## config.mk

```make
export PLATFORM = sky130hd
export DESIGN_NAME = lap_cfg_regs
export DESIGN_NICKNAME = d
export VERILOG_FILES = /design/src/hdl/lap_pkg.sv /design/src/hdl/lap_cfg_regs.sv
export SDC_FILE = /design/constraint.sdc
export NUM_CORES = 1
export LEC_CHECK = 0
export BUFFER_PORTS_ARGS = -buffer_cell sky130_fd_sc_hd__buf_2
export CAP_MARGIN = 25
export CORE_ASPECT_RATIO = 2
export CORE_MARGIN = 2
export CORE_UTILIZATION = 40
export CTS_CLUSTER_SIZE = 16
export DETAILED_ROUTE_END_ITERATION = 6
export HOLD_SLACK_MARGIN = 0.02
export PLACE_DENSITY = 0.87
export SLEW_MARGIN = 25
export SYNTH_ARGS = -nofsm -noshare
export SYNTH_HDL_FRONTEND = slang
export SYNTH_SLANG_ARGS = --single-unit
```

## constraint.sdc

```tcl
create_clock -name i_clk -period 1.3 [get_ports i_clk]
set_input_delay 0.13 -clock i_clk [delete_from_list [all_inputs] [get_ports i_clk]]
set_output_delay 0.13 -clock i_clk [all_outputs]
set_load 0.03 [all_outputs]
```

## src/hdl/lap_pkg.sv

```systemverilog
// Shared types, register codes and mask coefficients for the 3x3 Laplacian filter.
// No dependencies; every other file of the filter but lap_ram uses this package.
package lap_pkg;

    // Field and register widths that do not vary with the parameters.
    localparam int MASK_SEL_BITS   = 3;
    localparam int WIDTH_REG_BITS  = 11;
    localparam int HEIGHT_REG_BITS = 13;
    localparam int MAG_BITS        = 11;
    localparam int APB_ADDR_BITS   = 4;
    localparam int APB_DATA_BITS   = 32;

    // Reset values of the configuration registers.
    localparam logic [MASK_SEL_BITS-1:0]   MASK_SEL_RESET     = '0;
    localparam logic [WIDTH_REG_BITS-1:0]  IMAGE_WIDTH_RESET  = 11'd1024;
    localparam logic [HEIGHT_REG_BITS-1:0] IMAGE_HEIGHT_RESET = 13'd4096;

    // Output queue sizing.
    localparam int OUT_FIFO_DEPTH = 8;
    localparam int FIFO_AW        = $clog2(OUT_FIFO_DEPTH);
    localparam int FIFO_CW        = $clog2(OUT_FIFO_DEPTH + 1);

    // Register indexes, taken from paddr[3:2].
    typedef enum logic [1:0] {
        REG_MASK_SELECT  = 2'd0,
        REG_IMAGE_WIDTH  = 2'd1,
        REG_IMAGE_HEIGHT = 2'd2
    } t_reg_idx_e;

    // Mask codes.
    typedef enum logic [MASK_SEL_BITS-1:0] {
        MASK_LAP4   = 3'd0,
        MASK_LAP8   = 3'd1,
        MASK_NEG4   = 3'd2,
        MASK_NEG8   = 3'd3,
        MASK_SHARP4 = 3'd4,
        MASK_SHARP8 = 3'd5
    } t_mask_e;

    typedef struct packed {
        logic [MASK_SEL_BITS-1:0]   mask_select;
        logic [WIDTH_REG_BITS-1:0]  image_width;
        logic [HEIGHT_REG_BITS-1:0] image_height;
    } t_cfg;

    // Per-item control that travels alongside the pixel data.
    typedef struct packed {
        logic valid;
        logic produce;
        logic frame_end;
    } t_tag;

    // Every mask has the neighbors weighted opposite in sign to the center,
    // so the magnitude is |gain * center - neighbor sum|.
    typedef struct packed {
        logic [3:0] center_gain;
        logic       use_corner;
    } t_coef;

    function automatic t_coef mask_coef(input logic [MASK_SEL_BITS-1:0] sel);
        t_coef coef;
        unique case (sel) inside
            MASK_LAP8, MASK_NEG8: begin
                coef.center_gain = 4'd8;
                coef.use_corner  = 1'b1;
            end
            MASK_SHARP4: begin
                coef.center_gain = 4'd5;
                coef.use_corner  = 1'b0;
            end
            MASK_SHARP8: begin
                coef.center_gain = 4'd5;
                coef.use_corner  = 1'b1;
            end
            default: begin
                // Four-neighbor masks, and the unused codes fall back to them.
                coef.center_gain = 4'd4;
                coef.use_corner  = 1'b0;
            end
        endcase
        return coef;
    endfunction

endpackage

```

## src/hdl/lap_cfg_regs.sv

```systemverilog
// APB-style configuration registers of the 3x3 Laplacian filter.
// Depends on lap_pkg for register codes, widths and reset values.
module lap_cfg_regs (
    input  logic                                i_clk,
    input  logic                                i_rst_n,
    input  logic                                psel,
    input  logic                                penable,
    input  logic                                pwrite,
    input  logic [lap_pkg::APB_ADDR_BITS-1:0]   paddr,
    input  logic [lap_pkg::APB_DATA_BITS-1:0]   pwdata,
    output logic [lap_pkg::APB_DATA_BITS-1:0]   prdata,
    output logic                                pready,
    output lap_pkg::t_cfg                       o_cfg
);
    import lap_pkg::*;

    t_cfg r_cfg;
    t_cfg n_cfg;
    logic wr_en;

    assign pready = 1'b1;
    assign wr_en  = psel & penable & pwrite;

    always_comb begin
        n_cfg = r_cfg;
        if (wr_en) begin
            unique case (paddr[3:2])
                REG_MASK_SELECT:  n_cfg.mask_select  = pwdata[MASK_SEL_BITS-1:0];
                REG_IMAGE_WIDTH:  n_cfg.image_width  = pwdata[WIDTH_REG_BITS-1:0];
                REG_IMAGE_HEIGHT: n_cfg.image_height = pwdata[HEIGHT_REG_BITS-1:0];
                default: ;
            endcase
        end
    end

    always_ff @(posedge i_clk) begin
        if (!i_rst_n) begin
            r_cfg.mask_select  <= MASK_SEL_RESET;
            r_cfg.image_width  <= IMAGE_WIDTH_RESET;
            r_cfg.image_height <= IMAGE_HEIGHT_RESET;
        end else begin
            r_cfg <= n_cfg;
        end
    end

    always_comb begin
        unique case (paddr[3:2])
            REG_MASK_SELECT:  prdata = APB_DATA_BITS'(r_cfg.mask_select);
            REG_IMAGE_WIDTH:  prdata = APB_DATA_BITS'(r_cfg.image_width);
            REG_IMAGE_HEIGHT: prdata = APB_DATA_BITS'(r_cfg.image_height);
            default:          prdata = '0;
        endcase
    end

    assign o_cfg = r_cfg;
endmodule

```

Word level (Yosys, flattened, before mapping)
Cells that the tools add are included.
- register bits: 27
- output and inout bits: 60
- equal/unequal tests: 2
- multiplexer cells: 1
- bitwise operators: 2
- reductions and logical operators: 4
- operators by type and width (cell ; count):
    $pmux W13 S3 ; 1
    $reduce_and A2 Y1 ; 3
    $and A1 B1 Y1 ; 2
    $eq A2 B1 Y1 const B ; 1
    $eq A2 B2 Y1 const B ; 1
    $logic_not A2 Y1 ; 1

Longest topological paths before layout
- depth in word-level cells: 3
- mapped depth: 6
- depth with buffers taken out: 3

Worst setup path before layout
Ideal clock, no wire load.
- kind: flip-flop to output port
- start point: register r_cfg (netlist bit o_cfg[0])
- end point: output prdata[0] in the netlist's numbering
- arrival: 1.311 ns
- data required time: 1.170 ns
- slack: -0.141 ns
- stages on the path, launching flop included: 3
- cells stage by stage: dfxtp_1 mux2i_1 o21ai_0
- word-level cells in the longest chain between the ends: 1
- ends and longest elaborated chain (what ; line ; RTL):
    start, declared ; lap_cfg_regs.sv:17 ; t_cfg r_cfg;
    start signal, assigned ; lap_cfg_regs.sv:42 ; r_cfg <= n_cfg;
    $pmux W13 S3 ; lap_cfg_regs.sv:47 ; unique case (paddr[3:2])
    end, declared ; lap_cfg_regs.sv:11 ; output logic [lap_pkg::APB_DATA_BITS-1:0] prdata,
No other way between the ends.

Final worst setup path
- start point: register r_cfg (netlist bit o_cfg[24])
- end point: output prdata[0] in the netlist's numbering
The elaborated chain is that of the path after synthesis.

==> impl_metrics.toml <==
[setup_path]
worstPathRequired_ps = 1170
critPathTopFamily = "flip-flops"
arrival_ps = 1060
reg2reg_slack_ps = 670
crit_type = "flip-flop to primary output"
cp_cell_sequence = "mux2i_1 -> o21ai_1 -> buf_2"
endpoint_kind = "primary output"
cp_slowest_cell = "dfxtp_1"
regToRegEndpoint = "o_cfg[24]"
max_stage_delay_ps = 370
worstSetupStartpointType = "flip-flop"
cp.buffers_inverters = 1
r2r-start = "o_cfg[24]"
critical_path.max_fanout = 3
r2r_cells = 2

[clocking]
clockRootBuffer = "clkbuf_8"
clock_path_buffers = 2
cts_buffers = 3
postCtsSetupBuffers = 0
cts_tree = "yes"
clock_latency_ps = 270
cts.sinks = 27
ctsResizeCount = 0
holdBufCountCts = 0
clkTransAtPathRegs_ps = 100
htreeDepth = 1

[timing]
skew_ps = 0
grt_setup_unrepaired = "no"
maxSlewViolCount = 0
hold_violations = 0
finalSetupTns_ps = 0
finalCritPeriodShare = 0.913
fmax_mhz = 842
fin_crit_ps = 1190
setup_viol = 0
hold_slack_ps = 97.5

[power_and_ir_drop]
power.clock.fraction = 0.308
vdd_ir_drop_max_mv = 0.649
p_leak_nw = 0.858
seqPwrFrac = 0.526
intPower_mw = 1.14
switchingPower_mw = 0.469
pwr-share-comb = 0.166
p_sw_frac = 0.292
powerDensity_nw_per_um2 = 957

[drt]
drc_errors = 0
wl_um = 3030
vias = 1165
drt-vias-per-instance = 4.83
drt-initial-drc-count = 36
wl_per_cell_um = 12.6
firstDrtPassIters = 4
postRouteAntennaNets = 0

[flow_run]
maxCapViolations = 0

[yosys]
yosys.area.top_type_share = 0.388
yosysUniqueCellTypes = 20
yosys_warnings = 0
synth.largest_area_cell = "dfxtp_1"
synth_edf_count = 0
synth-async-reset-ratio = 0
yosysMostFrequentCell = "nand2_1"
synth_ff_type = "dfxtp_1"
ys_ff_latch = 27
synth.avg_cell_area_um2 = 9.09
yosysSeqAreaShare = 0.388
syn_area_um2 = 1390
ys_top_cells_by_area = "dfxtp_1, mux2i_1, nand2_1"
synthCells = 153
ys_top_cells_by_count = "nand2_1, mux2i_1, dfxtp_1, buf_4, a22o_1"

[global_routing]
grt_pass1_wl_um = 4550
overflow = 0
grt_usage = 0.150
grt_start_max_net_pins = 28
antenna_found_initial = 0
grt_pass1_vias = 1053

[worst_hold_path]
holdCritPathClass = "input port to flip-flop"
holdPathStages = 3
min_to = "o_cfg[12]"
worstHoldStart = "pwdata[12]"

[outcome]
status = "finished, final reports clean"

[floorplan]
fp.dieH_um = 87.4
pin_count = 101
initial_core_util = 0.412
die_width_um = 45.7
fp.dieArea_um2 = 3990
row_count = 30
coreArea_um2 = 3380

[place]
port_buffers = 59
gp_congestion = 0.743
post-dp-hpwl_um = 2360

[final_layout]
insertedDiodeCount = 0
largest_reg_flops = 27
drive_above_1_share = 0.344
finalNetCount = 251
n_fill_cell = 322
syn_to_final_growth_pct = 20.9
-- worst max path at each step --
stage / from / endpoint / slack, ps / cells after the start
after CTS: o_cfg[25] / prdata[1] / 110 / 3
after global placement: pwrite / o_cfg[16] / 130 / 4
after global routing: o_cfg[25] / prdata[1] / 40 / 3
final: o_cfg[24] / prdata[0] / 110 / 3
after detailed placement: pwrite / o_cfg[13] / 90 / 4
after floorplan: o_cfg[0] / prdata[0] / 80 / 2
-- kinds of logic after synthesis --
family / share of synthesized area
multiplexers: 0.201
AND/OR/NAND/NOR: 0.165
buffers and inverters: 0.167
other: 0.00540
AO/OA/AOI/OAI: 0.0719
flip-flops: 0.388
-- area by class of cell --
type,count,area [um^2],area share
sequential,27,541,0.321
tap,32,40.0,0.0238
clock inverter,1,8.76,0.00521
timing repair buffer,64,358,0.213
clock buffer,3,41.3,0.0246
inverter,2,7.51,0.00446
multi-input combinational,112,686,0.408
-- power by group through the flow --
stage,logic (mW),clock network [mW],registers [mW]
floorplan,0.217,0,0.887
global placement,0.265,0,0.865
detailed placement,0.267,0,0.865
CTS,0.268,0.511,0.846
global route,0.288,0.542,0.848
finish,0.268,0.495,0.846
-- worst min-delay path, cell delays in order --
cell and delay (ps):
buf_2 70, nand3_1 50, o211ai_1 80
-- per-stage QoR --
step / utilization / area [um^2] / power (mW) / worst slack, ps / std cells
floorplan: - / 1460 / 1.10 / 80.6 / 171
global placement: 0.483 / 1630 / 1.13 / 135 / 237
detailed placement: 0.483 / 1630 / 1.13 / 94.7 / 237
CTS: 0.498 / 1680 / 1.63 / 106 / 241
global route: 0.498 / 1680 / 1.68 / 40.4 / 241
finish: 0.498 / 1680 / 1.61 / 113 / 241
-- layer usage --
layer	vias to the layer above	track usage	part of all wire
li1	578	-	-
met1	536	0.163	0.37
met2	47	0.278	0.57
met3	4	0.0145	0.049
met4	0	0.0597	0.016
met5	-	0	0
-- cell usage in the layout, fill, tap and decap left out, drive strengths merged --
cell type,synthesis,final
a22o,8,8
and2,4,4
and3,1,1
buf,27,64
clkbuf,3,3
conb,2,20
dfxtp,27,27
inv,2,3
mux2i,28,28
nand2,41,41
nand3,2,2
nor2,1,1
nor2b,2,2
o211ai,2,2
o21ai,3,3
No activity file was read; power rests on OpenSTA's default activity.
