===== src/hdl/lap_pkg.sv =====
// Shared types, register codes and mask coefficients for the 3x3 Laplacian filter.
// No dependencies; every other file of the filter but lap_ram uses this package.
package lap_pkg;

    // Field and register widths that do not vary with the parameters.
    localparam int MASK_SEL_BITS   = 3;
    localparam int WIDTH_REG_BITS  = 11;
    localparam int HEIGHT_REG_BITS = 13;
    localparam int MAG_BITS        = 11;
    localparam int APB_ADDR_BITS   = 4;
    localparam int APB_DATA_BITS   = 32;

    // Reset values of the configuration registers.
    localparam logic [MASK_SEL_BITS-1:0]   MASK_SEL_RESET     = '0;
    localparam logic [WIDTH_REG_BITS-1:0]  IMAGE_WIDTH_RESET  = 11'd1024;
    localparam logic [HEIGHT_REG_BITS-1:0] IMAGE_HEIGHT_RESET = 13'd4096;

    // Output queue sizing.
    localparam int OUT_FIFO_DEPTH = 8;
    localparam int FIFO_AW        = $clog2(OUT_FIFO_DEPTH);
    localparam int FIFO_CW        = $clog2(OUT_FIFO_DEPTH + 1);

    // Register indexes, taken from paddr[3:2].
    typedef enum logic [1:0] {
        REG_MASK_SELECT  = 2'd0,
        REG_IMAGE_WIDTH  = 2'd1,
        REG_IMAGE_HEIGHT = 2'd2
    } t_reg_idx_e;

    // Mask codes.
    typedef enum logic [MASK_SEL_BITS-1:0] {
        MASK_LAP4   = 3'd0,
        MASK_LAP8   = 3'd1,
        MASK_NEG4   = 3'd2,
        MASK_NEG8   = 3'd3,
        MASK_SHARP4 = 3'd4,
        MASK_SHARP8 = 3'd5
    } t_mask_e;

    typedef struct packed {
        logic [MASK_SEL_BITS-1:0]   mask_select;
        logic [WIDTH_REG_BITS-1:0]  image_width;
        logic [HEIGHT_REG_BITS-1:0] image_height;
    } t_cfg;

    // Per-item control that travels alongside the pixel data.
    typedef struct packed {
        logic valid;
        logic produce;
        logic frame_end;
    } t_tag;

    // Every mask has the neighbors weighted opposite in sign to the center,
    // so the magnitude is |gain * center - neighbor sum|.
    typedef struct packed {
        logic [3:0] center_gain;
        logic       use_corner;
    } t_coef;

    function automatic t_coef mask_coef(input logic [MASK_SEL_BITS-1:0] sel);
        t_coef coef;
        unique case (sel) inside
            MASK_LAP8, MASK_NEG8: begin
                coef.center_gain = 4'd8;
                coef.use_corner  = 1'b1;
            end
            MASK_SHARP4: begin
                coef.center_gain = 4'd5;
                coef.use_corner  = 1'b0;
            end
            MASK_SHARP8: begin
                coef.center_gain = 4'd5;
                coef.use_corner  = 1'b1;
            end
            default: begin
                // Four-neighbor masks, and the unused codes fall back to them.
                coef.center_gain = 4'd4;
                coef.use_corner  = 1'b0;
            end
        endcase
        return coef;
    endfunction

endpackage


===== src/hdl/lap_if.sv =====


interface lap_res_if;
    logic                         valid;
    logic                         ready;
    logic [lap_pkg::MAG_BITS-1:0] magnitude;
    logic                         frame_end;

    modport source (output valid, output magnitude, output frame_end, input ready);
    modport sink   (input valid, input magnitude, input frame_end, output ready);
endinterface


===== src/hdl/lap_out_fifo.sv =====
// Output queue of the 3x3 Laplacian filter; drives the result channel.
// Depends on lap_pkg for the queue size and on lap_res_if.
module lap_out_fifo (
    input  logic                          i_clk,
    input  logic                          i_rst_n,
    input  logic                          i_wr,
    input  logic [lap_pkg::MAG_BITS-1:0]  i_magnitude,
    input  logic                          i_frame_end,
    lap_res_if.source                     o_res,
    output logic [lap_pkg::FIFO_CW-1:0]   o_count
);
    import lap_pkg::*;

    logic [MAG_BITS-1:0] r_mag_mem [OUT_FIFO_DEPTH];
    logic                r_end_mem [OUT_FIFO_DEPTH];
    logic [FIFO_AW-1:0]  r_wr_ptr, r_rd_ptr;
    logic [FIFO_CW-1:0]  r_count;
    logic                rd;

    assign rd = o_res.valid & o_res.ready;

    always_ff @(posedge i_clk) begin
        if (i_wr) begin
            r_mag_mem[r_wr_ptr] <= i_magnitude;
            r_end_mem[r_wr_ptr] <= i_frame_end;
        end
    end

    always_ff @(posedge i_clk) begin
        if (!i_rst_n) begin
            r_wr_ptr <= '0;
            r_rd_ptr <= '0;
            r_count  <= '0;
        end else begin
            if (i_wr) begin
                r_wr_ptr <= r_wr_ptr + FIFO_AW'(1);
            end
            if (rd) begin
                r_rd_ptr <= r_rd_ptr + FIFO_AW'(1);
            end
            case ({i_wr, rd})
                2'b10:   r_count <= r_count + FIFO_CW'(1);
                2'b01:   r_count <= r_count - FIFO_CW'(1);
                default: r_count <= r_count;
            endcase
        end
    end

    assign o_res.valid     = (r_count != '0);
    assign o_res.magnitude = r_mag_mem[r_rd_ptr];
    assign o_res.frame_end = r_end_mem[r_rd_ptr];
    assign o_count         = r_count;
endmodule


===== src/flat_wrapper.sv =====
// flat-port wrapper written by rule: the top's interface ports become plain ports
module lap_out_fifo_flat import lap_pkg::*;
  (i_clk, i_rst_n, i_wr, i_magnitude, i_frame_end, o_count, o_res_valid, o_res_magnitude, o_res_frame_end, o_res_ready);
  lap_res_if o_res_i ();
  input  logic i_clk;
  input  logic i_rst_n;
  input  logic i_wr;
  input  logic [lap_pkg::MAG_BITS-1:0] i_magnitude;
  input  logic i_frame_end;
  output logic [lap_pkg::FIFO_CW-1:0] o_count;
  output wire logic [$bits(o_res_i.valid)-1:0] o_res_valid;
  output wire logic [$bits(o_res_i.magnitude)-1:0] o_res_magnitude;
  output wire logic [$bits(o_res_i.frame_end)-1:0] o_res_frame_end;
  input wire logic [$bits(o_res_i.ready)-1:0] o_res_ready;
  assign o_res_valid = o_res_i.valid;
  assign o_res_magnitude = o_res_i.magnitude;
  assign o_res_frame_end = o_res_i.frame_end;
  assign o_res_i.ready = o_res_ready;
  lap_out_fifo u_core (.i_clk(i_clk), .i_rst_n(i_rst_n), .i_wr(i_wr), .i_magnitude(i_magnitude), .i_frame_end(i_frame_end), .o_res(o_res_i), .o_count(o_count));
endmodule

===== config.mk =====
export PLATFORM = sky130hd
export DESIGN_NAME = lap_out_fifo_flat
export DESIGN_NICKNAME = d
export VERILOG_FILES = /design/src/hdl/lap_pkg.sv /design/src/hdl/lap_if.sv /design/src/hdl/lap_out_fifo.sv /design/src/flat_wrapper.sv
export SDC_FILE = /design/constraint.sdc
export NUM_CORES = 1
export LEC_CHECK = 0
export ABC_AREA = 1
export ABC_CLOCK_PERIOD_IN_PS = 3090
export BUFFER_PORTS_ARGS = -buffer_cell sky130_fd_sc_hd__clkbuf_2
export CAP_MARGIN = 10
export CORE_UTILIZATION = 50
export CTS_BUF_LIST = sky130_fd_sc_hd__clkbuf_4 sky130_fd_sc_hd__clkbuf_8 sky130_fd_sc_hd__clkbuf_16
export CTS_CLUSTER_DIAMETER = 150
export DETAILED_ROUTE_END_ITERATION = 8
export PLACE_DENSITY = 0.7
export SKIP_CTS_REPAIR_TIMING = 1
export SYNTH_ARGS = -nofsm -noshare
export SYNTH_HDL_FRONTEND = slang
export SYNTH_SLANG_ARGS = --single-unit

===== constraint.sdc =====
create_clock -name i_clk -period 3.09 [get_ports i_clk]
set_clock_uncertainty 0.1 [all_clocks]
set_input_delay 0.4635 -clock i_clk [delete_from_list [all_inputs] [get_ports i_clk]]
set_output_delay 0.4635 -clock i_clk [all_outputs]
set_load 0.02 [all_outputs]

---- Word-level counts from Yosys, hierarchy flattened ----
Memories as Yosys holds them, arrays and structs flattened. A register that Yosys moved wholly into a read port is not among the register bits.
Cells that the tools add are included.
storage, ports and cells
  flip-flop bits (word level) ............. 10
  bits in writable memories ............... 96
  output and inout bits ................... 17
  logic and storage cells ................. 21
  memories kept ........................... 2
memories
  name              words  width  read ports  clocked after memory_dff  wr ports  line                RTL
  u_core.r_mag_mem  8      11     1           1                         1         lap_out_fifo.sv:14  logic [MAG_BITS-1:0] r_mag_mem [OUT_FIFO_DEPTH];
  u_core.r_end_mem  8      1      1           1                         1         lap_out_fifo.sv:15  logic r_end_mem [OUT_FIFO_DEPTH];
operators by class
  add/sub/neg operators ................... 4
  equality and inequality tests ........... 2
  mux-type cells .......................... 7
  bitwise gates (word level) .............. 1
  reductions and logical operators ........ 2
operators with widths
  cell                                              number
  2-to-1 mux 3 bit                                  4
  case mux 4 bit (2 select lines)                   1
  adder 3 x 1 -> 3 bit, second input constant       2
  adder 4 x 1 -> 4 bit, second input constant       1
  nonzero test 4 bit                                1
  subtractor 4 x 1 -> 4 bit, second input constant  1
  == test 2 x 1 -> 1 bit, second input constant     1
  == test 2 bit, second input constant              1
  2-to-1 mux 1 bit                                  2
  nonzero test 2 bit                                1
  AND 1 bit                                         1

---- Longest topological paths before layout ----
Gate-level depths: netlist of run 1.
  depth in word-level cells ............... 4
  depth in mapped cells ................... 14

---- Worst setup path after synthesis of run 1 ----
No wires, ideal clock.
  path kind ............................... reg-to-reg
  start point ............................. register u_core.r_count[1] (netlist: u_core.o_count[1])
  end point ............................... register u_core.r_count[2] (netlist: u_core.o_count[2])
  library setup time ...................... 0.115 ns
  arrival time ............................ 2.000 ns
  data required time ...................... 2.875 ns
  slack ................................... 0.875 ns
  stages on the path, launching flop included .. 14
  buffers on the path ..................... 0
  period minus slack after synthesis ...... 2.215 ns
  cell sequence ........................... dfxtp_1 > inv_1 > nand4_1 > nand2_1 > inv_1 > ha_1 > nand2_1 > inv_1 > nor2_1 > ha_1 > a21oi_1 > xnor2_1 > o21ai_0 > inv_1
on the way
  longest elaborated chain between the ends .. 4
  elaborated cells on any way between the ends .. 8
ends and longest elaborated chain
  what                                                                   line                RTL
  start: declaration                                                     lap_out_fifo.sv:17  logic [FIFO_CW-1:0] r_count;
  start signal: assignment                                               lap_out_fifo.sv:42  2'b10: r_count <= r_count + FIFO_CW'(1);
  start signal: assignment                                               lap_out_fifo.sv:43  2'b01: r_count <= r_count - FIFO_CW'(1);
  start signal: assignment                                               lap_out_fifo.sv:44  default: r_count <= r_count;
  nonzero test 4 bit (*)                                                 lap_out_fifo.sv:49  assign o_res.valid = (r_count != '0);
  net o_res_valid                                                        flat_wrapper.sv:11  output wire logic [$bits(o_res_i.valid)-1:0] o_res_valid;
  AND 1 bit (*)                                                          lap_out_fifo.sv:20  assign rd = o_res.valid & o_res.ready;
  == test 2 x 1 -> 1 bit or == test 2 bit (tied branches)                lap_out_fifo.sv:41  case ({i_wr, rd})
  case mux 4 bit (2 select lines) or nonzero test 2 bit (tied branches)  n/a
The timed path passes the listed nets; every way through them passes the cells marked *.
A chain may end at the register's enable or synchronous reset.

==> metrics.cfg, run 1 <==
[global_route]
use_met3_pct=3.71
gr-usage-all-layers_pct=20.0
grt_pass1_vias=2569
grt_busiest_layer=met2
grt_max_degree=49
met2_usage_pct=30.4
grt_overflow_total=0
grt_use_met1_pct=27.7
grt_pass1_wl_um=13000
antenna_found_initial=0

[detailed_routing]
routed_wirelength_um=8480
avgViaCountPerCell=5.49
drt_drc_violations_left=0
wl_per_cell_um=16.7
drtIter0Drc=254
ant_nets=0
drt-pass1-iter-count=5
routed-via-count=2792

[clocking]
clock-root-buffer=clkbuf_8
cts_buffers=9
clk_path_buf_depth=2
cts_tree=yes
clk_latency_ns=0.36
clock_sinks=109
clkTransAtPathRegs_ns=0.10
h-tree-depth=3

[floorplan]
num_rows=33
die_h_um=95.7
design.die.area_um2=9170
initial_core_util_pct=52.7
coreArea_um2=8340
io_pins=33
die_w_um=95.7

[layout]
finalNonFillerCells=509
drive_gt1_share_pct=16.3
finalNetCount=420
antenna_cells_inserted=0
fin_util_pct=58.6
syn2layout_area_growth_pct=11.2

[synth]
yosys_warnings=0
syn_inst=358
syn_area_per_cell_um2=12.3
syn_nets=379
ys_ff_latch=109
syn_area_um2=4390
seq_area_frac_synth_pct=71.5
synthDistinctLibCells=25

[sta]
worst_pin_slew_ns=0.654
holdWs_ns=0.271
hold_viol_final=0
rsz0062_at_grt=no
period_share_pct=77.8
clock.fmax_mhz=416
maxSlewViolCount=0
maxSlewHeadroom_pct=56.4
min_period_ns=2.41
fin_setup_tns_ns=0
setup_viol=0

[placed_design]
place.gp.congestion=0.811
io_buffers=32
dp_cells=493
hpwl_um=5120

[critical_path]
crit_top_cell=nand2_1
criticalPathCategory=register to primary output
path_buf_inv=2
worstSetupEndpointType=primary output
startpoint_type=register
worstPathMaxFanout=36
cp_cell_sequence=inv_2 > o21ai_0 > o21ai_1 > nand2_1 > nand2_1 > clkbuf_2
critPathTopFamily=buffers and inverters
cp.arrival_ns=1.84
slowest_stage=inv_2
critPathRequiredTime_ns=2.53
crit_path_max_incr_delay_ns=0.48

[power_and_ir_drop]
peakVddDrop_v=0.000539
clockPowerShare_pct=24.3
intPower_w=0.00250
combPwrFrac_pct=29.4
seq_power_share_pct=46.4
power.density_nw_per_um2=761
switchingPower_w=0.00122
report.power.total_w=0.00372
p_sw_share_pct=32.8
power_leakage_nw=1.81

[run]
cap_viol_max_count=0

[min_path]
hold_path.class=input pin to register

[outcome]
outcome=finished, final reports clean

[through the flow]
step           setup WS, ns  area (µm²)
6_report              0.685        4890
5_1_grt               0.535        4890
4_1_cts               0.648        4890
3_5_place_dp          0.995        4680
3_3_place_gp           1.11        4680
2_1_floorplan         0.875        4390
[cells in the mapped netlist, drive strengths merged]
cell    instances  share of area (%)
a21oi          11                1.3
buf            11                2.0
clkbuf          4               0.40
dfxtp          13                5.9
edfxtp         96                 66
ha              5                1.4
inv            17                1.5
mux2i          12                2.7
nand2          53                4.5
nand3           3               0.34
nand4           1               0.14
nor2           60                5.4
o21ai          56                6.4
o22ai          12                1.7
or2             1               0.14
xnor2           2               0.40
xor2            1               0.20
[flip-flops by register name, indices dropped and copies added (netlist names), named ones only]
register	flops
u_core.r_end_mem	8
u_core.r_mag_mem	88
u_core.o_count	4
u_core.r_rd_ptr	3
u_core.r_wr_ptr	3
[cell families (layout without fill, tap and decap cells)]
group | after synthesis | in the layout | share of synthesized area, %
and+or+nand+nor | 118 | 118 | 10.5
DFF | 109 | 109 | 71.5
AOI/OAI and AO/OA | 79 | 79 | 9.34
buffers and inverters | 32 | 78 | 3.87
muxes | 12 | 12 | 2.73
adders and majority gates | 5 | 5 | 1.42
xor gates and xnor gates | 3 | 3 | 0.598
[power groups by stage]
stage,clock network (W),registers [W],logic (W)
6_report,0.000903,0.00172,0.00109
5_1_grt,0.000982,0.00173,0.00122
4_1_cts,0.000925,0.00172,0.00110
3_5_place_dp,0,0.00176,0.00109
3_3_place_gp,0,0.00175,0.00106
2_1_floorplan,0,0.00178,0.000803
[path summary, 6_finish.rpt]
| path | slack (ns) | startpoint | cells after the start | end |
|---|---|---|---|---|
| setup / recovery | 0.68 | register | 6 | o_res_magnitude[4] |
| hold / removal | 0.27 | i_magnitude[2] | 1 | u_core.r_mag_mem[7][2]$_DFFE_PP_ |
| setup reg to reg | 0.96 | u_core.o_count[1]$_SDFFE_PN0P_ | 13 | u_core.o_count[2]$_SDFFE_PN0P_ |
| hold reg to reg | 0.40 | u_core.r_wr_ptr[0]$_SDFFE_PN0P_ | 2 | u_core.r_wr_ptr[0]$_SDFFE_PN0P_ |
[final cells by class]
class / count / area (µm²)
fillers: 668 / 3450
clock buffers: 10 / 131
clock inverters: 6 / 77.6
flip-flops and latches: 109 / 3140
multi-input cells: 217 / 1080
repair buffers: 45 / 258
inverters: 17 / 63.8
well taps: 105 / 131
[layer usage]
layer | wire (µm) | part of all wire, %
met1 | 3900 | 46
met2 | 3990 | 47
met3 | 400 | 4.7
met4 | 189 | 2.2
met5 | 0 | 0
[placed cells by master, fill, tap and decap left out, drive strengths merged, types with 11 or more instances in the layout]
master	instances
inv	17
edfxtp	96
mux2i	12
dfxtp	13
a21oi	11
o21ai	56
o22ai	12
nand2	53
clkbuf	42
nor2	60
buf	13
Power figures use the tool's default switching activity.
==> run 2: changes to the inputs <==
- ABC_CLOCK_PERIOD_IN_PS: 3090 -> 1900
- PLACE_DENSITY: 0.7 -> 0.73
- clock period: 3.09 -> 1.9 ns (I/O delays scaled with it)
==> metrics.cfg, run 2 (synthesis gave the netlist of run 1 again) <==
[outcome]
outcome=complete, but fails checks
violations=setup timing

[power_and_ir_drop]
power.density_nw_per_um2=1250
report.power.total_w=0.00651
peakVddDrop_v=0.000794
power_leakage_nw=1.91

[sta]
period_share_pct=103
holdWs_ns=0.0897
hold_viol_final=0
maxSlewViolCount=0
setup_viol=11
min_period_ns=1.96
fin_setup_tns_ns=-0.473
worst_pin_slew_ns=0.288
rsz0062_at_grt=yes
maxSlewHeadroom_pct=80.6
setup_slack_ns=-0.0581
clock.fmax_mhz=511

[critical_path]
criticalPathCategory=register to primary output
slowest_stage=dfxtp_4
crit_top_cell=buf_12
cp.arrival_ns=1.57
worstSetupEndpointType=primary output
critPathRequiredTime_ns=1.51
startpoint_type=register
crit_path_max_incr_delay_ns=0.43
worstPathMaxFanout=8
cp_cell_sequence=buf_12 > buf_12 > mux2i_1 > o22ai_1 > nand2_1 > nand2_2 > buf_6
rr_worst_depth=12

[global_route]
grt_pass1_wl_um=12800
grt_max_degree=49
antenna_found_initial=0
grt_pass1_vias=2626
grt_overflow_total=0
gr-usage-all-layers_pct=19.4

[layout]
design_area_um2=5220
largest_reg_flops=88
syn2layout_area_growth_pct=18.9
finalNetCount=432
top_register=u_core.r_mag_mem
antenna_cells_inserted=0
drive_gt1_share_pct=24.5
layout_commonest_cell=edfxtp_1
final_cell_mix=edfxtp_1 (96), nor2_1 (54), nand2_1 (48), o21ai_0 (34), o21ai_1 (22)
fillerInstances=637

[clocking]
clk_path_buf_depth=2
clock-root-buffer=clkbuf_8
cts_buffers=9
h-tree-depth=3
clk_latency_ns=0.36
cts_tree=yes
clkTransAtPathRegs_ns=0.09
clock_sinks=109

[placed_design]
place_area_um2=4780
hpwl_um=4940
place.gp.congestion=0.869
dpl_worst_slack_ns=0.0114
io_buffers=32

[detailed_routing]
drt-pass1-iter-count=5
ant_nets=0
drtIter0Drc=144
routed_wirelength_um=8970
avgViaCountPerCell=5.57
drt_drc_violations_left=0
routed-via-count=2900
wl_per_cell_um=17.2

[floorplan]
die_h_um=95.7
design.die.area_um2=9170
num_rows=33
initial_core_util_pct=52.7
coreArea_um2=8340
io_pins=33
die_w_um=95.7

[run]
cap_viol_max_count=0

[min_path]
hold_path.class=input pin to register
whs_path_depth=1

==> run 2: cell count changes in the layout (fill, tap and decap cells not counted), sizes merged <==
cell,delta
clkinv,+1
inv,+1
clkinvlp,+1
bufinv,-2
buf,+22
clkbuf,-11
==> run 2: layout make-up <==
cell class / instances / area, µm² / share of cell area [%]
sequential: 109 / 3160 / 60.6
multi-input combinational: 217 / 1150 / 21.9
timing repair buffer: 57 / 539 / 10.3
tap: 105 / 131 / 2.51
clock buffer: 9 / 124 / 2.37
inverter: 17 / 68.8 / 1.32
clock inverter: 7 / 51.3 / 0.982
==> run 2: layer usage <==
metal	GRT usage, %	up-vias	share of wire, %
li1	-	1375	-
met1	24.9	1426	44
met2	33.0	82	50
met3	3.08	17	4.5
met4	7.96	0	2.0
met5	0	-	0
==> run 2: path summary, 6_finish.rpt <==
kind / to / slack (ns) / startpoint
max: o_res_frame_end / -0.06 / register
min: u_core.r_end_mem[4]$_DFFE_PP_ / 0.09 / i_frame_end
max reg2reg: u_core.o_count[2]$_SDFFE_PN0P_ / 0.10 / u_core.o_count[2]$_SDFFE_PN0P_
min reg2reg: u_core.o_count[0]$_SDFFE_PN0P_ / 0.39 / u_core.o_count[0]$_SDFFE_PN0P_
==> run 2: power by group <==
part / total, W / internal (W) / switching [W]
clock: 0.00125 / 0.000482 / 0.000764
sequential: 0.00287 / 0.00276 / 0.000110
combinational: 0.00240 / 0.00104 / 0.00136
total: 0.00651 / 0.00428 / 0.00224
==> run 2: through the flow <==
stage | instances | util [%]
after floorplan | 358 | -
final | 521 | 62.6
after detailed placement | 495 | 57.3
after CTS | 511 | 59.4
after global placement | 495 | 57.3
after global routing | 521 | 62.6
==> run 2: worst max-delay path, delay by kind of cell, from the launching register on <==
kind | cells | cell delay, ns
AOI/OAI and AO/OA | 1 | 0.10
buffers and inverters | 3 | 0.38
DFF | 1 | 0.43
muxes | 1 | 0.18
and+or+nand+nor | 2 | 0.13
