[config.mk]
export PLATFORM = sky130hd
export DESIGN_NAME = lap_mask_mac
export DESIGN_NICKNAME = d
export VERILOG_FILES = /design/src/hdl/lap_pkg.sv /design/src/hdl/lap_mask_mac.sv
export SDC_FILE = /design/constraint.sdc
export NUM_CORES = 1
export LEC_CHECK = 0
export BUFFER_PORTS_ARGS = -buffer_cell sky130_fd_sc_hd__buf_2
export CAP_MARGIN = 40
export CORE_UTILIZATION = 47
export DETAILED_ROUTE_END_ITERATION = 6
export PLACE_DENSITY = 0.79
export SLEW_MARGIN = 40
export SYNTH_ARGS = -nofsm -noshare
export SYNTH_HDL_FRONTEND = slang
export SYNTH_SLANG_ARGS = --single-unit
export TNS_END_PERCENT = 1
[constraint.sdc]
create_clock -name i_clk -period 14.15 [get_ports i_clk]
set_input_delay 0.7075 -clock i_clk [delete_from_list [all_inputs] [get_ports i_clk]]
set_output_delay 0.7075 -clock i_clk [all_outputs]
set_load 0.05 [all_outputs]
[src/hdl/lap_pkg.sv]
// Shared types, register codes and mask coefficients for the 3x3 Laplacian filter.
// No dependencies; every other file of the filter but lap_ram uses this package.
package lap_pkg;

    // Field and register widths that do not vary with the parameters.
    localparam int MASK_SEL_BITS   = 3;
    localparam int WIDTH_REG_BITS  = 11;
    localparam int HEIGHT_REG_BITS = 13;
    localparam int MAG_BITS        = 11;
    localparam int APB_ADDR_BITS   = 4;
    localparam int APB_DATA_BITS   = 32;

    // Reset values of the configuration registers.
    localparam logic [MASK_SEL_BITS-1:0]   MASK_SEL_RESET     = '0;
    localparam logic [WIDTH_REG_BITS-1:0]  IMAGE_WIDTH_RESET  = 11'd1024;
    localparam logic [HEIGHT_REG_BITS-1:0] IMAGE_HEIGHT_RESET = 13'd4096;

    // Output queue sizing.
    localparam int OUT_FIFO_DEPTH = 8;
    localparam int FIFO_AW        = $clog2(OUT_FIFO_DEPTH);
    localparam int FIFO_CW        = $clog2(OUT_FIFO_DEPTH + 1);

    // Register indexes, taken from paddr[3:2].
    typedef enum logic [1:0] {
        REG_MASK_SELECT  = 2'd0,
        REG_IMAGE_WIDTH  = 2'd1,
        REG_IMAGE_HEIGHT = 2'd2
    } t_reg_idx_e;

    // Mask codes.
    typedef enum logic [MASK_SEL_BITS-1:0] {
        MASK_LAP4   = 3'd0,
        MASK_LAP8   = 3'd1,
        MASK_NEG4   = 3'd2,
        MASK_NEG8   = 3'd3,
        MASK_SHARP4 = 3'd4,
        MASK_SHARP8 = 3'd5
    } t_mask_e;

    typedef struct packed {
        logic [MASK_SEL_BITS-1:0]   mask_select;
        logic [WIDTH_REG_BITS-1:0]  image_width;
        logic [HEIGHT_REG_BITS-1:0] image_height;
    } t_cfg;

    // Per-item control that travels alongside the pixel data.
    typedef struct packed {
        logic valid;
        logic produce;
        logic frame_end;
    } t_tag;

    // Every mask has the neighbors weighted opposite in sign to the center,
    // so the magnitude is |gain * center - neighbor sum|.
    typedef struct packed {
        logic [3:0] center_gain;
        logic       use_corner;
    } t_coef;

    function automatic t_coef mask_coef(input logic [MASK_SEL_BITS-1:0] sel);
        t_coef coef;
        unique case (sel) inside
            MASK_LAP8, MASK_NEG8: begin
                coef.center_gain = 4'd8;
                coef.use_corner  = 1'b1;
            end
            MASK_SHARP4: begin
                coef.center_gain = 4'd5;
                coef.use_corner  = 1'b0;
            end
            MASK_SHARP8: begin
                coef.center_gain = 4'd5;
                coef.use_corner  = 1'b1;
            end
            default: begin
                // Four-neighbor masks, and the unused codes fall back to them.
                coef.center_gain = 4'd4;
                coef.use_corner  = 1'b0;
            end
        endcase
        return coef;
    endfunction

endpackage

[src/hdl/lap_mask_mac.sv]
// Mask arithmetic of the 3x3 Laplacian filter: neighbor sums, center gain, magnitude.
// Depends on lap_pkg for the mask coefficients and result width.
module lap_mask_mac #(
    parameter int PIXEL_BITS = 8
) (
    input  logic                          i_clk,
    input  logic                          i_rst_n,
    input  logic [PIXEL_BITS-1:0]         i_win [9],
    input  lap_pkg::t_tag                 i_tag,
    input  logic [lap_pkg::MASK_SEL_BITS-1:0] i_mask_select,
    output lap_pkg::t_tag                 o_tag,
    output logic [lap_pkg::MAG_BITS-1:0]  o_magnitude,
    output logic [1:0]                    o_pend
);
    import lap_pkg::*;

    localparam int NW   = PIXEL_BITS + 3;
    localparam int PW   = PIXEL_BITS + 4;
    localparam int DW   = PIXEL_BITS + 5;
    localparam int MAGW = (DW > MAG_BITS) ? DW : MAG_BITS;

    t_coef          coef;
    logic [NW-1:0]  cross_sum, corner_sum, n_nsum, r_nsum;
    logic [PW-1:0]  n_prod, r_prod;
    t_tag           r_a_tag, r_out_tag;
    logic [DW-1:0]  diff, abs_diff;
    logic [MAGW-1:0] mag_ext;
    logic [MAG_BITS-1:0] r_mag;

    // First stage: neighbor sum and scaled center.
    always_comb begin
        coef       = mask_coef(i_mask_select);
        cross_sum  = NW'(i_win[1]) + NW'(i_win[3]) + NW'(i_win[5]) + NW'(i_win[7]);
        corner_sum = NW'(i_win[0]) + NW'(i_win[2]) + NW'(i_win[6]) + NW'(i_win[8]);
        n_nsum     = coef.use_corner ? cross_sum + corner_sum : cross_sum;
        n_prod     = PW'(i_win[4]) * PW'(coef.center_gain);
    end

    always_ff @(posedge i_clk) begin
        r_nsum <= n_nsum;
        r_prod <= n_prod;
    end

    // Second stage: difference and absolute value.
    always_comb begin
        diff     = DW'(r_prod) - DW'(r_nsum);
        abs_diff = diff[DW-1] ? (~diff + DW'(1)) : diff;
        mag_ext  = MAGW'(abs_diff);
    end

    always_ff @(posedge i_clk) begin
        r_mag <= mag_ext[MAG_BITS-1:0];
    end

    always_ff @(posedge i_clk) begin
        if (!i_rst_n) begin
            r_a_tag   <= '0;
            r_out_tag <= '0;
        end else begin
            r_a_tag   <= i_tag;
            r_out_tag <= r_a_tag;
        end
    end

    assign o_tag       = r_out_tag;
    assign o_magnitude = r_mag;
    assign o_pend      = 2'(r_a_tag.valid & r_a_tag.produce)
                       + 2'(r_out_tag.valid & r_out_tag.produce);
endmodule

## Word-level counts from Yosys, hierarchy flattened

Index checks and enable logic that the tools add are counted.

| word-level totals | value |
|---|---|
| flip-flop bits (word level) | 40 |
| output and inout bits | 16 |
| word-level logic and storage cells | 31 |

| cells by class | value |
|---|---|
| add/subtract/negate cells | 10 |
| multiply operators | 1 |
| equal/unequal tests | 4 |
| mux-type cells | 3 |
| bitwise logic cells | 3 |
| reduce and logical (&&, ||, !) cells | 1 |

Operator list:

| kind | count |
|---|---|
| adder 10 x 8 -> 11 bit | 2 |
| two-way mux 11 bit | 2 |
| adder 9 x 8 -> 10 bit | 2 |
| adder 8 x 8 -> 9 bit | 2 |
| case mux 5 bit (3 select lines) | 1 |
| subtractor 12 x 11 -> 13 bit | 1 |
| multiplier 8 x 4 -> 12 bit | 1 |
| adder 11 x 1 -> 11 bit, second input constant | 1 |
| adder 11 bit | 1 |
| inverter 11 bit | 1 |
| == test 3 bit, second input constant | 2 |
| == test 3 x 1 -> 1 bit, second input constant | 1 |
| == test 3 x 2 -> 1 bit, second input constant | 1 |
| adder 1 x 1 -> 2 bit | 1 |
| bitwise AND 1 bit | 2 |
| OR reduction 2 bit | 1 |

## Longest topological paths before layout

Gate-level depths: netlist of run 1.

| depth | value |
|---|---|
| depth in word-level cells | 5 |
| gate-level depth with buffers | 21 |
| gate-level depth less buffers | 21 |

## Least setup slack after synthesis of run 1

OpenSTA, ideal clock, no wires.

| timing | value |
|---|---|
| path type | input to register |
| start | input i_win[9] (netlist name) |
| end | register r_nsum[8] |
| data arrival time | 4.864 ns |
| setup slack | 9.165 ns |
| stages on the path | 20 |
| buffers on the path | 0 |
| path through | inv_1 fa_1 inv_1 fa_1 ha_1 inv_1 fa_1 nor2b_1 o21ai_0 a21boi_0 o21ai_0 a21boi_1 nor2_1 fa_1 ha_1 or4_1 o311a_1 o21ai_0 xnor2_1 mux2_2 |

| between the ends | value |
|---|---|
| cells in the longest elaborated chain, start to end | 3 |

RTL lines:

| item | RTL line | RTL |
|---|---|---|
| start, declared | lap_mask_mac.sv:8 | `input logic [PIXEL_BITS-1:0] i_win [9],` |
| adder 10 x 8 -> 11 bit * | lap_mask_mac.sv:33 | `cross_sum = NW'(i_win[1]) + NW'(i_win[3]) + NW'(i_win[5]) + NW'(i_win[7]);` |
| adder 11 bit | lap_mask_mac.sv:35 | `n_nsum = coef.use_corner ? cross_sum + corner_sum : cross_sum;` |
| two-way mux 11 bit * | lap_mask_mac.sv:35 |  |
| named net n_nsum[8] | lap_mask_mac.sv:23 | `logic [NW-1:0] cross_sum, corner_sum, n_nsum, r_nsum;` |
| end signal, assigned | lap_mask_mac.sv:40 | `r_nsum <= n_nsum;` |
| end, declared | lap_mask_mac.sv:23 |  |

The timed path passes the listed nets; every way through them passes the cells marked *.
A chain may end at the register's enable or synchronous reset.

## Worst setup path after layout of run 1

Same ends and word-level chain as after synthesis.

==> flow_summary.toml, run 1 <==
[status]
status = "finished clean"

[routing]
drc_errors = 0
dr.pass1.iters = 4
avgViaCountPerCell = 4.82
wire_per_inst_um = 11.0
wl_um = 7020
first_iter_violations = 75
num_vias = 3083
met3_length_um = 287
met1_length_um = 3090
wl_met2_um = 3520
ant_nets = 0
dr.max_layer_used = "met4"

[power]
power.density_mw_per_mm2 = 210
cellLeakagePower_nw = 2.53
peakVddDrop_uv = 116

[layout]
synthToLayoutAreaGrowth_pct = 18.0
drive_above_1_share_pct = 20.2
fin_util_pct = 57.6
antennaDiodeCount = 0
nNetsFinal = 715

[critical_path]
start_kind = "input port"
cp.required_ns = 14.32
arrival_ns = 5.39
critPathMaxStageDelay_ns = 0.53
path_cells = "buf_2 -> inv_1 -> fa_1 -> inv_1 -> fa_1 -> ha_1 -> inv_1 -> fa_1 -> nor2b_1 -> o21ai_0 -> a21boi_0 -> o21ai_0 -> a21boi_1 -> nor2_1 -> fa_1 -> ha_1 -> or4_1 -> o311a_1 -> o21ai_0 -> xnor2_1 -> mux2_2"
path_common_cell = "fa_1"
worstSetupEndpointType = "register"
crit_family = "adder cells"
cp-startpoint = "i_win[9]"
r2r-start = "r_prod[0]"
worstSetupPathType = "in2reg"
slowest_stage = "fa_1"
critPathBufInv = 4
crit_fanout = 6

[grt]
antenna_found_initial = 0
grt_usage_pct = 17.6
grt_max_degree = 13
grt_pass1_vias = 3206
grt.overflow.total = 0
grt_pass1_wl_um = 12700

[clock_tree]
cts.sinks = 40
clk_latency_ns = 0.28
clock-root-buffer = "clkbuf_8"
tritoncts = "built"
post_cts_buffers = 0
clockBufferDepth = 2
cts_max_level = 2
clkTransAtPathRegs_ns = 0.07
cts_buffers = 5
cts_hold_buf = 0
cts_resized = 0

[floorplanning]
core_mm2 = 0.00826
boundaryPins = 96
initial_core_util_pct = 48.8
rows = 33
die_h_um = 94.6
die_w_um = 94.6
die_area_mm2 = 0.00896

[sta]
setup-violations-final = 0
fin_crit_sh_pct = 36.9
grt_setup_unrepaired = "no"
finalSetupTns_ns = 0
slew_viol_final = 0
finalCriticalPeriod_ns = 5.22
slew_headroom_pct = 71.6
max_freq_ghz = 0.192
tightest_slew_ns = 0.424
finalHoldViolations = 0
skew_ns = 0.00462

[placed_design]
place_hpwl_um = 6320
place.gp.congestion = 0.824
io_buffers = 95

[synthesis]
synthFlopType = "dfxtp_1"
synth_cell_types = 41
avgSynthCellArea_um2 = 9.27
synth_nets = 616
synth-seq-cells = 40
yosysSeqAreaShare_pct = 19.9
ys_warn_count = 0
async_flop_share_pct = 0
synth-edff-count = 0
yosys.area.top_type = "fa_1"
synthCells = 435
synthTopCellsByArea = "fa_1 22%, dfxtp_1 20%, ha_1 17%, inv_1 7.8%, xnor2_1 4.8%"
synth_top_area_share_pct = 22.3
synthesis.area_mm2 = 0.00403

[min_path]
min_path_type = "reg2reg"
hold_start = "r_a_tag[0]"

[job]
cap_viol_max_count = 0
## cells in the final DEF, fill, tap and decap left out, types with 6 or more instances in the layout
cell     instances
xor2_1          13
nand2_1         27
nor2b_1          6
buf_2           95
fa_1            45
dfxtp_1         40
a21oi_1         17
and2_1          29
nor2_1          14
a21o_1           8
o21ai_0         19
ha_1            56
xnor2_1         22
inv_1           84
## worst paths after layout
| path | endpoint | slack [ns] | depth (start not counted) |
|---|---|---|---|
| max | r_nsum[8] | 8.93 | 21 |
| min | o_tag[0] | 0.44 | 1 |
| max reg2reg | o_magnitude[10] | 11.23 | 11 |
| min reg2reg | o_tag[0] | 0.44 | 1 |
## sequential cells by signal (all words and copies together), names as in the netlist
signal,count
r_a_tag,3
o_tag,3
r_nsum,11
r_prod,12
o_magnitude,11
## cells by family after synthesis
| family | count (synthesis) | share of synthesized area, % |
|---|---|---|
| compound gates | 64 | 10.0 |
| simple gates | 105 | 13.9 |
| buf+inv | 87 | 8.10 |
| mux | 3 | 0.837 |
| flops | 40 | 19.9 |
| fa+ha+maj | 101 | 39.7 |
| xor+xnor | 35 | 7.60 |
## synth_stat cells (all sizes together) (2+ instances only)
cell / instances
nand3b: 2
xnor2: 22
a21oi: 17
a211oi: 2
or3: 4
a31oi: 2
o22ai: 2
and2: 29
fa: 45
nor2b: 6
dfxtp: 40
o21ai: 19
nand3: 4
inv: 84
mux2: 3
clkbuf: 3
nand2: 27
ha: 56
a21o: 8
xor2: 13
a21boi: 3
o21a: 2
nor2: 14
nor3: 4
o21bai: 3
o31ai: 2
nand2b: 5
and3: 3
## area by class of cell
type                       count  area [um^2]
fill                         762         3500
clock inverter                 2         60.1
tap                          105          131
sequential                    40          801
timing repair buffer          95          475
inverter                      84          315
clock buffer                   5         68.8
multi-input combinational    308         2910
## worst register-to-register path, cell delays in order (launching register included)
cell and delay [ns]:
dfxtp_1 0.32, inv_1 0.05, ha_1 0.16, inv_1 0.07, fa_1 0.41, a211oi_1 0.32
nor2_1 0.10, xor2_1 0.18, or3_1 0.38, or4b_4 0.55, o31ai_4 0.19, xnor2_1 0.13
## per-stage QoR
stage / worst slack [ns] / power (mW) / std cells / hold WS, ns / instance area (um^2)
after CTS: 8.98 / 1.01 / 639 / 0.452 / 4760
after detailed placement: 8.71 / 0.896 / 632 / 0.431 / 4630
after floorplan: 9.17 / 0.760 / 435 / 0.412 / 4030
after global placement: 8.84 / 0.873 / 632 / 0.421 / 4630
final: 8.93 / 1.00 / 639 / 0.442 / 4760
after global routing: 8.67 / 1.11 / 639 / 0.476 / 4760
## where the power goes
part           switching, mW  total, mW  internal (mW)
registers            0.00911      0.167          0.158
clock network         0.0352      0.105         0.0693
logic                  0.413      0.730          0.317
total                  0.458       1.00          0.544
## routing by layer
metal,vias to the layer above,track usage [%]
met5,-,0
met1,1408,19.9
met4,0,4.80
met3,12,2.33
met2,69,34.1
li1,1594,-
Note: power is estimated with default switching activity, not from simulation.
==> inputs of run 2 (changes only) <==
- ABC_AREA: unset -> 1
- PLACE_DENSITY: 0.79 -> 0.81
- clock period: 14.15 -> 4.2 ns (I/O delays scaled with it)
==> run 2 against run 1 <==
  * Sequential cell count unchanged
  * Non-clock buffer count up 25
  * Clock power up 120%
  * Sequential share of layout area down 1.8 points
  * Hold slack worse by 0.33 ns
  * Clock-buffer cell count up 1
  * Critical path type unchanged
  * Largest power group unchanged
  * Highest routed layer unchanged
==> flow_summary.toml, run 2 <==
[routing]
first_iter_violations = 125
ant_nets = 0
dr.pass1.iters = 4
num_vias = 3837
drc_errors = 0
wire_per_inst_um = 11.2
wl_um = 8860
avgViaCountPerCell = 4.83

[critical_path]
slowest_stage = "fa_1"
worstSetupEndpointType = "register"
crit_fanout = 3
cp.required_ns = 4.43
critPathMaxStageDelay_ns = 0.53
path_cells = "buf_2 -> inv_1 -> fa_1 -> inv_1 -> fa_1 -> ha_1 -> inv_1 -> fa_2 -> inv_1 -> fa_1 -> inv_1 -> fa_1 -> o211ai_1 -> nand3_1 -> nand2_1 -> nand2_1 -> nand2_1 -> nand2_1 -> nand2_1"
worstSetupPathType = "in2reg"
start_kind = "input port"
arrival_ns = 4.23

[floorplanning]
boundaryPins = 96
core_mm2 = 0.00889
die_area_mm2 = 0.00972
die_w_um = 98.6
rows = 34
initial_core_util_pct = 49.3
die_h_um = 98.6

[synthesis]
synthesis.area_mm2 = 0.00439
async_flop_share_pct = 0
synth-edff-count = 0
synthCells = 561
synthTopCellsByCount = "132 x inv_1, 99 x nand2_1, 56 x ha_1, 48 x nor2_1, 45 x fa_1"
ys_warn_count = 0
synth-seq-cells = 40
yosysSeqAreaShare_pct = 18.3
synth_top_area_share_pct = 20.5
synth_nets = 742
synthTopCellsByArea = "fa_1 21%, dfxtp_1 18%, ha_1 16%, inv_1 11%, nand2_1 8.5%"
yosysMostFrequentCell = "inv_1"
avgSynthCellArea_um2 = 7.82
yosys.area.top_type = "fa_1"
synth_cell_types = 33
synthFlopType = "dfxtp_1"

[grt]
antenna_found_initial = 0
grt_max_degree = 17
grt_pass1_vias = 3996
grt_pass1_wl_um = 16200
grt.overflow.total = 0
grt_usage_pct = 20.3

[layout]
antennaDiodeCount = 0
nNetsFinal = 867
final_cell_mix = "132 x inv_1, 99 x nand2_1, 95 x buf_2, 53 x ha_1, 48 x nor2_1"
fin_area_mm2 = 0.00534
largest_reg_flops = 12
synthToLayoutAreaGrowth_pct = 21.6
fin_util_pct = 60.0
drive_above_1_share_pct = 25.1
final_common_cell = "inv_1"
largest_register = "r_prod"

[sta]
skew_ns = 0.00803
finalHoldViolations = 0
max_freq_ghz = 0.250
slew_viol_final = 0
timing.final.ws_setup_ns = 0.198
finalCriticalPeriod_ns = 4.00
tightest_slew_ns = 0.586
grt_setup_unrepaired = "yes"
setup-violations-final = 0
fin_crit_sh_pct = 95.3
slew_headroom_pct = 60.9

[clock_tree]
cts_buffers = 5
post_cts_buffers = 0
cts.sinks = 40
clock-root-buffer = "clkbuf_8"
clkTransAtPathRegs_ns = 0.07
cts_hold_buf = 0
cts_max_level = 2
clk_latency_ns = 0.29
tritoncts = "built"
clockBufferDepth = 2

[min_path]
min_path_type = "in2reg"

[power]
power.total_mw = 4.01
cellLeakagePower_nw = 3.08
peakVddDrop_uv = 554
power.density_mw_per_mm2 = 752

[placed_design]
dpl-instance-area_mm2 = 0.00517
place.gp.congestion = 0.840
io_buffers = 95
place_hpwl_um = 7690
pre_cts_ws_ns = -0.319

[status]
status = "finished clean"

[job]
cap_viol_max_count = 0
[run 2: routing by layer]
| metal | routed length (um) | track usage (%) | up-vias |
|---|---|---|---|
| li1 | - | - | 1970 |
| met1 | 3850 | 23.4 | 1750 |
| met2 | 4520 | 38.7 | 104 |
| met3 | 352 | 3.62 | 13 |
| met4 | 142 | 4.82 | 0 |
| met5 | 0 | 0 | - |
[run 2: layout make-up]
type / instances / area [um^2]
clock inverters: 1 / 5.00
inverters: 135 / 507
repair buffers: 120 / 663
clock buffers: 6 / 72.6
fillers: 763 / 3560
multi-input cells: 384 / 3150
well taps: 108 / 135
flip-flops and latches: 40 / 801
[run 2: final timing paths]
| kind | start | end | slack [ns] | depth (start not counted) |
|---|---|---|---|---|
| worst max-delay path | i_win[9] | r_nsum[9] | 0.20 | 19 |
| worst min-delay path | i_tag[0] | r_a_tag[0] | 0.11 | 3 |
| worst max register to register | r_prod[0] | o_magnitude[10] | 1.85 | 15 |
| worst min register to register | r_a_tag[0] | o_tag[0] | 0.43 | 2 |
[run 2: kinds of logic after synthesis]
family                   Yosys count  share of synthesized area [%]
AO/OA/AOI/OAI                     59                           7.76
XOR/XNOR                          22                           4.39
adder cells (fa/ha/maj)          101                           36.5
buffers and inverters            137                           11.9
flip-flops                        40                           18.3
AND/OR/NAND/NOR                  202                           21.2
[run 2: worst max-delay path, delay by kind of cell]
family | cells | cell delay, ns
fa+ha+maj | 6 | 2.69
simple gates | 6 | 0.56
compound gates | 1 | 0.39
buf+inv | 6 | 0.36
[run 2: what timing repair did]
item	CTS	global route
pin swaps	0	5
cloned	0	0
setup endpoints to repair	1	5
resized for setup	1	17
[run 2: per-stage QoR]
step           cells  setup TNS (ns)  hold slack [ns]
2_1_floorplan    561               0            0.303
3_3_place_gp     787          -0.320            0.396
3_5_place_dp     787          -0.703            0.405
4_1_cts          794               0            0.104
5_1_grt          794         -0.0791            0.105
6_report         794               0            0.109
[run 2: report_power, final]
part           total [mW]  internal, mW  switching (mW)
registers           0.557         0.525          0.0326
logic                3.22          1.34            1.89
clock network       0.229         0.113           0.117
